**src/hw/rtl/mma_pkg.sv**
```systemverilog
// Shared types and constants of the matrix multiply-accumulate block.
package mma_pkg;

  localparam int OP_W    = 3;
  localparam int IDX_W   = 4;
  localparam int DATA_W  = 32;
  localparam int QDEPTH  = 2;

  // Request op codes as seen on the input channel
  localparam logic [OP_W-1:0] OP_WR_A = 3'd0;
  localparam logic [OP_W-1:0] OP_WR_B = 3'd1;
  localparam logic [OP_W-1:0] OP_WR_C = 3'd2;
  localparam logic [OP_W-1:0] OP_MAC  = 3'd3;
  localparam logic [OP_W-1:0] OP_RD_C = 3'd4;

  // Classified command handed from the front to the back
  typedef enum logic [2:0] {
    CMD_NOP,
    CMD_WR_A,
    CMD_WR_B,
    CMD_WR_C,
    CMD_MAC,
    CMD_RD_C
  } cmd_t;

  typedef struct packed {
    cmd_t                     cmd;
    logic [IDX_W-1:0]         row;
    logic [IDX_W-1:0]         col;
    logic signed [DATA_W-1:0] value;
  } req_t;

endpackage

```
**src/hw/rtl/mma_front.sv**
```systemverilog
// Front end: accepts requests, classifies them and queues them for the back end.
module mma_front #(
  parameter int DIM = 16
) (
  input  logic                               clk,
  input  logic                               rst_n,
  input  logic                               in_valid,
  output logic                               in_ready,
  input  logic [mma_pkg::OP_W-1:0]           in_op,
  input  logic [mma_pkg::IDX_W-1:0]          in_row,
  input  logic [mma_pkg::IDX_W-1:0]          in_col,
  input  logic signed [mma_pkg::DATA_W-1:0]  in_value,
  output logic                               q_valid,
  output mma_pkg::req_t                      q_req,
  input  logic                               q_pop
);

  localparam int PW = (mma_pkg::QDEPTH > 1) ? $clog2(mma_pkg::QDEPTH) : 1;
  localparam int CW = $clog2(mma_pkg::QDEPTH + 1);

  mma_pkg::req_t  fifo_r [mma_pkg::QDEPTH];
  mma_pkg::req_t  req_cls;
  logic [PW-1:0]  wr_ptr_r, rd_ptr_r;
  logic [CW-1:0]  count_r;
  logic           in_range;
  logic           push;

  // Out-of-range accesses and unknown ops become no-ops returning zero
  always_comb begin
    in_range      = (32'(in_row) < 32'(DIM)) && (32'(in_col) < 32'(DIM));
    req_cls.row   = in_row;
    req_cls.col   = in_col;
    req_cls.value = in_value;
    case (in_op)
      mma_pkg::OP_WR_A: req_cls.cmd = in_range ? mma_pkg::CMD_WR_A : mma_pkg::CMD_NOP;
      mma_pkg::OP_WR_B: req_cls.cmd = in_range ? mma_pkg::CMD_WR_B : mma_pkg::CMD_NOP;
      mma_pkg::OP_WR_C: req_cls.cmd = in_range ? mma_pkg::CMD_WR_C : mma_pkg::CMD_NOP;
      mma_pkg::OP_MAC:  req_cls.cmd = mma_pkg::CMD_MAC;
      mma_pkg::OP_RD_C: req_cls.cmd = in_range ? mma_pkg::CMD_RD_C : mma_pkg::CMD_NOP;
      default:          req_cls.cmd = mma_pkg::CMD_NOP;
    endcase
  end

  assign in_ready = (count_r != CW'(mma_pkg::QDEPTH));
  assign push     = in_valid && in_ready;
  assign q_valid  = (count_r != '0);
  assign q_req    = fifo_r[rd_ptr_r];

  always_ff @(posedge clk) begin
    if (!rst_n) begin
      wr_ptr_r <= '0;
      rd_ptr_r <= '0;
      count_r  <= '0;
    end else begin
      if (push) begin
        wr_ptr_r <= (32'(wr_ptr_r) == mma_pkg::QDEPTH - 1) ? '0 : wr_ptr_r + 1'b1;
      end
      if (q_pop) begin
        rd_ptr_r <= (32'(rd_ptr_r) == mma_pkg::QDEPTH - 1) ? '0 : rd_ptr_r + 1'b1;
      end
      if (push && !q_pop) begin
        count_r <= count_r + 1'b1;
      end else if (!push && q_pop) begin
        count_r <= count_r - 1'b1;
      end
    end
  end

  always_ff @(posedge clk) begin
    if (push) begin
      fifo_r[wr_ptr_r] <= req_cls;
    end
  end

`ifndef NO_ASSERTIONS
  a_count_bound: assert property (@(posedge clk) disable iff (!rst_n)
    32'(count_r) <= mma_pkg::QDEPTH)
    else $error("queue count overflow");

  a_full_has_data: assert property (@(posedge clk) disable iff (!rst_n)
    !in_ready |-> q_valid)
    else $error("full queue reports no data");

  a_push_counts: assert property (@(posedge clk) disable iff (!rst_n)
    (push && !q_pop) |=> count_r == $past(count_r) + 1'b1)
    else $error("push not counted");
`endif

endmodule

```
**config.mk**
```make
export PLATFORM = sky130hd
export DESIGN_NAME = mma_front
export DESIGN_NICKNAME = d
export VERILOG_FILES = /design/src/hw/rtl/mma_pkg.sv /design/src/hw/rtl/mma_front.sv
export SDC_FILE = /design/constraint.sdc
export NUM_CORES = 1
export LEC_CHECK = 0
export BUFFER_PORTS_ARGS = -buffer_cell sky130_fd_sc_hd__buf_2
export CORE_MARGIN = 5
export CORE_UTILIZATION = 45
export DETAILED_ROUTE_END_ITERATION = 8
export PLACE_DENSITY = 0.7
export SLEW_MARGIN = 20
export SYNTH_ARGS = -nofsm -noshare
export SYNTH_HDL_FRONTEND = slang
export SYNTH_SLANG_ARGS = --single-unit
```
**constraint.sdc**
```tcl
create_clock -name clk -period 2.3 [get_ports clk]
set_input_delay 0.23 -clock clk [delete_from_list [all_inputs] [get_ports clk]]
set_output_delay 0.23 -clock clk [all_outputs]
set_load 0.1 [all_outputs]
```
# == Word level (Yosys, flattened, before mapping) ==
# Memories as Yosys holds them, arrays and structs flattened. A register that Yosys moved wholly into a read port is not among the register bits.
# Cells that the tools add are included.
# W data, S select, Z words.
# totals
regBits,4
mem_bits_rw,86
mem_count,1
input_bits,47
word_cells,30
# mem_list
name,depth,word_bits,read_ports,rd_clocked_by_memory_dff,write_ports,line,source
fifo_r,2,43,1,1,1,mma_front.sv:21,mma_pkg::req_t fifo_r [mma_pkg::QDEPTH];
# classes
n_reduce_logical,8
n_eq_ne,5
n_mux,9
n_addsub,4
# ops
operator,n
$pmux W3 S5,1
$eq A3 B2 Y1 const B,2
$mux W1,6
$mux W2,2
$reduce_bool A2 Y1,2
$eq A3 B1 Y1 const B,1
$eq A3 B3 Y1 const B,1
$logic_and A1 B1 Y1,3
$logic_not A3 Y1,1
$add A1 B1 Y1 const B,2
$add A2 B1 Y2 const B,1
$logic_not A1 Y1,2
$ne A2 B2 Y1 const B,1
$sub A2 B1 Y2 const B,1

# == Logic depth before layout (Yosys ltp) ==
# Gate-level depths: netlist (run 1).
# depth
depth_word,6
mapped_depth,6
mapped_depth_nobuf,6

# == Worst setup path after synthesis (run 1) ==
# OpenSTA, ideal clock, no wires.
# synth_path
kind,register -> register
from,register count_r[0]
to,"memory fifo_r[1][0] in the netlist's numbering, enable pin"
t_required_ns,1.895
path_stages_with_launch,3
period_less_slack_ns,2.266
path_buffers,0
setup_time_ns,0.405
t_arrival_ns,1.861
setup_slack_ns,0.034
cell_sequence,dfxtp_1 -> nand2b_4 -> and3_1
# synth_via
elab_chain_cells,4
# synth_rtl
item,line,source
from (decl),mma_front.sv:24,logic [CW-1:0] count_r;
from (signal assigned),mma_front.sv:62,count_r <= count_r + 1'b1;
from (signal assigned),mma_front.sv:64,count_r <= count_r - 1'b1;
$ne A2 B2 Y1,mma_front.sv:44,assign in_ready = (count_r != CW'(mma_pkg::QDEPTH));
net in_ready,mma_front.sv:8,"output logic in_ready,"
$logic_and A1 B1 Y1,mma_front.sv:45,assign push = in_valid && in_ready;
$mux W1,mma_front.sv:70,if (push) begin
$mux W1 (implied by the code),mma_front.sv:71,fifo_r[wr_ptr_r] <= req_cls;
to (decl),mma_front.sv:21,
# The timed path passes the listed nets, and every way through them passes these cells.

==> metrics.log, run 1 <==
[metrics] nets in the synthesized netlist: between 200 and 250
[metrics] diodes inserted: 0
[metrics] Area growth syn-to-layout: 23.5%
[metrics] ANT nets after route: 0
[metrics] worst hold-check path type: primary input to flip-flop
[metrics] count of endpoints failing hold in the final timing report: 0
[metrics] Required @ worst endpoint: roughly 2.1 ns
[metrics] First-pass DRT Iterations: 3
[metrics] post-cts resize count: 0
[metrics] vertical die dimension: 96.6 um
[metrics] sequential area share after synthesis: 79.4%
[metrics] Sum Neg Setup Slack: 0 ns
[metrics] Worst slew margin: about two thirds
[metrics] final-layout fill cell count: 607
[metrics] routability congestion estimate: 0.707
[metrics] TritonCTS clock tree: yes
[metrics] slack of the worst reg-to-reg path: roughly 0.71 ns
[metrics] clk_skew: about 0.0095 ns
[metrics] most frequent cells after synthesis: 86 x edfxtp_1, 43 x mux2_2, 5 x dfxtp_1
[metrics] Power Density: between 1000 and 1500 nW/um^2
[metrics] async set-reset flop share out of synthesis: 0%
[metrics] final critical-path share of the clock period: a little over four fifths
[metrics] Worst Setup Start Kind: flip-flop
[metrics] port buffer count: about 90
[metrics] Data arrival, critical path: roughly 1.7 ns
[metrics] maximum vdd drop: around 0.50 mV
[metrics] buffer type at the clock tree root: clkbuf_8
[metrics] Peak Freq: about 520 MHz
[metrics] total clock buffers created by CTS: 9
[metrics] effective utilization at floorplan: between 40% and 50%
[metrics] max-capacitance violation count: 0
[metrics] detail-routed net length per standard cell: 15.3 um
[metrics] share of post-route cells with drive strength above 1: approximately three fifths
[metrics] global route total overflow: 0
[metrics] DR iter-0 viols: 32
[metrics] overall track demand over capacity in global routing: 12.3%
[metrics] initial antenna violation count: 0
[metrics] Final nets: 314
[metrics] wire length of the first global-routing pass: about 8.7 mm
[metrics] post-layout instance area: ~4200 sq um
[metrics] total setup buffers inserted after CTS: 0
[metrics] # hold bufs at CTS: 0
[metrics] count of flip-flops with a built-in enable after synthesis: between 80 and 90
[metrics] number of distinct library cells after synthesis: 22
[metrics] cell area after technology mapping: about 3400 sq um
[metrics] maximum number of pins on one net before global-route repair: 44
[metrics] number of warnings issued by yosys: 0
[metrics] final number of setup-violating endpoints: 0
[metrics] fraction of post-synthesis cell area in the top cell type by area: 76.5%
[metrics] Clock Tree Buf Depth: 2
[metrics] most frequent cell after synthesis: edfxtp_1
[metrics] std cell rows: 31
[metrics] clock slew at the register clock pins of the worst setup and hold paths: 0.09 ns
[metrics] clock latency on the worst-skew pair: 0.35 ns
[metrics] Die Area: ~9300 sq um
[metrics] Die Width: 96.6 um
[metrics] highest net fanout along the worst path: 26
[metrics] Pwr Total: 4.50 mW
[metrics] Leakage: 1.58 nW
[metrics] ys flop type: edfxtp_1
[metrics] number of global-route vias before repair: between 1.5k and 2k
[metrics] depth of the CTS H-tree: 3
[metrics] Post-Route WL: 5.66 mm
[metrics] Post-Syn Area per Cell: 20.5 sq um
[metrics] Area after DPL: 3980 sq um
[metrics] outcome: finished clean
[metrics] Final Max Slew Viols: 0
[metrics] CTS sink count: just over 90
[metrics] slew at the pin with the worst max-slew slack: between 0.4 and 0.5 ns
[metrics] final critical path time including I/O delays and setup: slightly below 2 ns
[metrics] category of the worst setup path capture point: primary output
[metrics] Core Box Area: about 7300 sq um
[metrics] crit path kind: flip-flop to primary output
[metrics] count of state elements after synthesis: 91
[metrics] estimated wirelength of the detail-placed design: just under 4 mm
[metrics] Area contributors post-synth: edfxtp_1 76%, mux2_2 14%, dfxtp_1 3.0%, buf_4 0.89%, and2_1 0.74%
[metrics] per-cell via count in the routed design: 4.70
[metrics] library cell occupying the most area in the post-synthesis netlist: edfxtp_1
[metrics] number of vias after detailed routing: 1,739
[metrics] Residual DRC: 0
[metrics] synthesized netlist cell count: approximately 170
[metrics] Top Ports: 92
[metrics] RSZ-0062 raised after global routing: no
[path summary, 6_finish.rpt]
path | startpoint | end | depth (start not counted)
max | flip-flop | q_req[31] | 3
min reg2reg | count_r[1] | count_r[1] | 2
min | in_value[5] | fifo_r[1][5] | 1
max reg2reg | count_r[0] | fifo_r[0][26] | 4
[through the flow]
step / setup slack [ns] / hold slack, ns / std cells / util (%)
5_1_grt: 0.283 / 0.0264 / 370 / 57.2
4_1_cts: 0.346 / 0.0412 / 370 / 57.2
6_report: 0.378 / 0.0619 / 370 / 57.2
3_3_place_gp: 0.741 / 0.418 / 354 / 54.6
3_5_place_dp: 0.713 / 0.421 / 354 / 54.6
2_1_floorplan: 0.0344 / 0.329 / 165 / -
[worst max-delay path: stages (launching register included)]
cell,delay [ns]
dfxtp_2,0.33
buf_4,0.32
mux2_2,0.39
buf_2,0.29
[power by group]
part	switching (mW)	internal [mW]	leakage, nW	total, mW
logic	1.16	0.274	0.630	1.43
registers	0.0412	2.00	0.846	2.04
clock network	0.527	0.500	0.103	1.03
total	1.72	2.78	1.58	4.50
[state kept, by name, indices dropped and copies added (netlist names), named ones only]
name      count
count_r       2
fifo_r       86
rd_ptr_r      1
wr_ptr_r      1
[layout make-up]
cell class | count | area [sq um] | share of cell area [%]
flip-flops and latches | 91 | 2680 | 64.4
multi-input cells | 67 | 653 | 15.7
repair buffers | 95 | 510 | 12.2
clock buffers | 9 | 124 | 2.97
well taps | 99 | 124 | 2.97
clock inverters | 7 | 67.6 | 1.62
inverters | 2 | 7.51 | 0.180
[layer usage]
layer  wire (um)  vias to the layer above  global-route usage [%]
met4          68                        0                    4.21
met2        2740                       64                    19.4
li1            -                      839                       -
met1        2430                      829                    14.6
met5           0                        -                       0
met3         415                        7                    6.04
[logic make-up (layout without fill, tap and decap cells)]
kind of cell / Yosys count / in the layout / synth area share, %
flip-flops: 91 / 91 / 79.4
multiplexers: 43 / 43 / 14.3
AND/OR/NAND/NOR: 13 / 13 / 2.37
buffers and inverters: 7 / 113 / 1.26
AO/OA/AOI/OAI: 6 / 6 / 1.19
XOR/XNOR: 4 / 4 / 1.04
adder cells (fa/ha/maj): 1 / 1 / 0.370
[placed cells by master (no fill, tap or decap), types with 2 or more instances in the layout]
cell type  Yosys  routed
dfxtp_1        5       4
clkinv_2       0       4
and2_1         4       4
o21ai_0        2       2
buf_4          4       2
buf_2          1      91
nor2_1         2       2
xor2_1         2       2
clkbuf_8       0       9
mux2_2        43      43
xnor2_1        2       2
nand2_1        2       2
edfxtp_1      86      86
buf_12         0       2
Note: power is estimated with default switching activity, not from simulation.
==> inputs of run 2 (changes only) <==
- clock period: 2.3 -> 1.8 ns (I/O delays scaled with it)
==> run 2 against run 1 <==
Net effect:
- hold slack worse by 0.040 ns
- sequential power is 28% higher
- power is 44% higher
- routed wire length is 8.9% higher
- die area stayed put
- critical path type unchanged
- highest routed layer unchanged
==> metrics.log, run 2 (same netlist as run 1, synthesis figures left out) <==
[metrics] Leakage: about 1.8 nW
[metrics] Die Area: roughly 9300 sq um
[metrics] Die Width: between 90 and 100 um
[metrics] endpoint of the most critical register-to-register path: count_r[1]
[metrics] clock latency on the worst-skew pair: about 0.34 ns
[metrics] RSZ-0062 raised after global routing: no
[metrics] met1 track demand over resource in global routing: 16.3%
[metrics] slack of the worst reg-to-reg path: ~0.25 ns
[metrics] DR iter-0 viols: between 60 and 70
[metrics] highest net fanout along the worst path: 43
[metrics] TritonCTS clock tree: yes
[metrics] Top Ports: roughly 90
[metrics] Post-Route WL: 6.16 mm
[metrics] category of the worst setup path capture point: primary output
[metrics] post-cts resize count: 0
[metrics] layer with the highest usage after global routing: met2
[metrics] power share of the combinational group: between 30% and 40%
[metrics] std cell rows: 31
[metrics] Area growth syn-to-layout: 44.5%
[metrics] maximum number of pins on one net before global-route repair: 44
[metrics] max-capacitance violation count: 0
[metrics] buffer type at the clock tree root: clkbuf_8
[metrics] Sum Neg Setup Slack: 0 ns
[metrics] Core Box Area: around 7300 sq um
[metrics] register name with the most flops: fifo_r
[metrics] wire length of the first global-routing pass: ~10 mm
[metrics] Power Density: roughly 1300 nW/um^2
[metrics] Worst Setup EP: q_req[29]
[metrics] CP cell instances: buf_12 > mux2_2 > buf_12
[metrics] clock slew at the register clock pins of the worst setup and hold paths: approximately 0.09 ns
[metrics] depth of the most critical reg-to-reg path: 5
[metrics] crit path kind: flip-flop to primary output
[metrics] port buffer count: slightly above 90
[metrics] effective utilization at floorplan: 46.3%
[metrics] Pwr Total: between 6 and 7 mW
[metrics] met2 usage: approximately a quarter
[metrics] beginning of the worst register-to-register path: count_r[0]
[metrics] most frequent cells in the layout: 86 x edfxtp_1, 48 x buf_2, 46 x buf_12
[metrics] kind of cell adding the most delay to the critical path: buffers and inverters
[metrics] final critical-path share of the clock period: between 90% and 100%
[metrics] Required @ worst endpoint: between 1.5 and 2 ns
[metrics] detail-routed net length per standard cell: approximately 17 um
[metrics] Internal: between 4 and 5 mW
[metrics] depth of the CTS H-tree: 3
[metrics] per-cell via count in the routed design: a little under 5
[metrics] Data arrival, critical path: 1.53 ns
[metrics] placed insts: ~350
[metrics] final-layout fill cell count: slightly above 500
[metrics] initial antenna violation count: 0
[metrics] vertical die dimension: 96.6 um
[metrics] sequential cell area: around 2700 sq um
[metrics] final cell count without fillers: around 370
[metrics] number of vias after detailed routing: ~1.8k
[metrics] Final Hold Slack: about 0.022 ns
[metrics] clk_skew: 0.00869 ns
[metrics] Residual DRC: 0
[metrics] switching power of the nets: about 2.3 mW
[metrics] max reg flops: 86
[metrics] share of post-route cells with drive strength above 1: between 50% and 60%
[metrics] Final Max Slew Viols: 0
[metrics] Net Sw Frac: around 36%
[metrics] overall track demand over capacity in global routing: 13.8%
[metrics] ANT nets after route: 0
[metrics] Clk pwr share: a little under a quarter
[metrics] global route total overflow: 0
[metrics] total clock buffers created by CTS: 9
[metrics] largest registers: fifo_r: 86 flops, count_r: 2 flops
[metrics] diodes inserted: 0
[metrics] Crit path buffers/inverters: 2
[metrics] leading cell type in the layout, fill and taps excluded: edfxtp_1
[metrics] fraction of power consumed by sequential logic: between 40% and 50%
[metrics] count of endpoints failing hold in the final timing report: 0
[metrics] Worst Setup Start Kind: flip-flop
[metrics] Final nets: about 320
[metrics] number of global-route vias before repair: around 1.9k
[metrics] worst hold-check path type: primary input to flip-flop
[metrics] Worst slew margin: roughly 68%
[metrics] Worst path max stage delay: around 0.41 ns
[metrics] beginning of the worst hold path: in_value[0]
[metrics] Peak Freq: between 500 and 600 MHz
[metrics] multi-input logic area: between 600 and 700 sq um
[metrics] final critical path time including I/O delays and setup: about 1.7 ns
[metrics] Clock Tree Buf Depth: 2
[metrics] routability congestion estimate: between 0.7 and 0.8
[metrics] outcome: finished clean
[metrics] final number of setup-violating endpoints: 0
[metrics] most repeated library cell on the critical path: buf_12
[metrics] CTS sink count: 91
[metrics] slew at the pin with the worst max-slew slack: 0.490 ns
[metrics] estimated wirelength of the detail-placed design: 4.17 mm
[metrics] First-pass DRT Iterations: 4
[metrics] maximum vdd drop: approximately 0.9 mV
[metrics] cell depth of the worst setup path: 3
[metrics] slowest stage cell on the critical path: mux2_2
[metrics] met3 capacity usage during global routing: between 3 and 4%
[run 2: changes by cell type in the layout (fill, tap and decap cells not counted), sizes merged]
cell and delta:
buf -1, bufinv +1, clkbuf +1, clkinv -3, clkinvlp +2, dlygate4sd3 +3, inv -1
[run 2: cell type report]
class,count,area share [%]
multi-input combinational,67,13.4
sequential,91,55.0
clock buffer,10,2.61
timing repair buffer,97,24.4
tap,99,2.54
clock inverter,6,1.82
inverter,2,0.231
[run 2: metal layers]
metal / wire length [um] / vias to the layer above
li1: - / 843
met1: 2420 / 892
met2: 3350 / 51
met3: 292 / 10
met4: 100 / 0
met5: 0 / -
[run 2: how the worst min path moves through the flow]
stage	cells past startpoint	end	slack [ns]
final	1	fifo_r[0][0]	0.02
after global routing	1	fifo_r[1][0]	0.001
after CTS	1	fifo_r[0][9]	0.004
after detailed placement	1	fifo_r[0][9]	0.37
after global placement	1	fifo_r[0][8]	0.37
after floorplan	0	fifo_r[0][0]	0.28
[run 2: metrics by stage]
step / cell area [sq um] / setup slack (ns) / util (%)
after floorplan: 3380 / -0.0557 / -
after global placement: 4630 / 0.342 / 63.6
after detailed placement: 4630 / 0.286 / 63.6
after CTS: 4850 / 0.0766 / 66.5
after global routing: 4880 / 0.0323 / 66.9
final: 4880 / 0.0934 / 66.9
[run 2: power by group through the flow]
stage / Sequential (mW) / Clock, mW / Combinational (mW)
4_1_cts: 2.62 / 1.50 / 2.41
3_3_place_gp: 2.65 / 0 / 2.38
3_5_place_dp: 2.67 / 0 / 2.40
5_1_grt: 2.64 / 1.60 / 2.46
2_1_floorplan: 2.65 / 0 / 1.55
6_report: 2.62 / 1.46 / 2.39
[run 2: timing repair]
action,CTS,global route
hold buffers,0,3
setup buffers,0,0
endpoints found under the hold margin,0,4
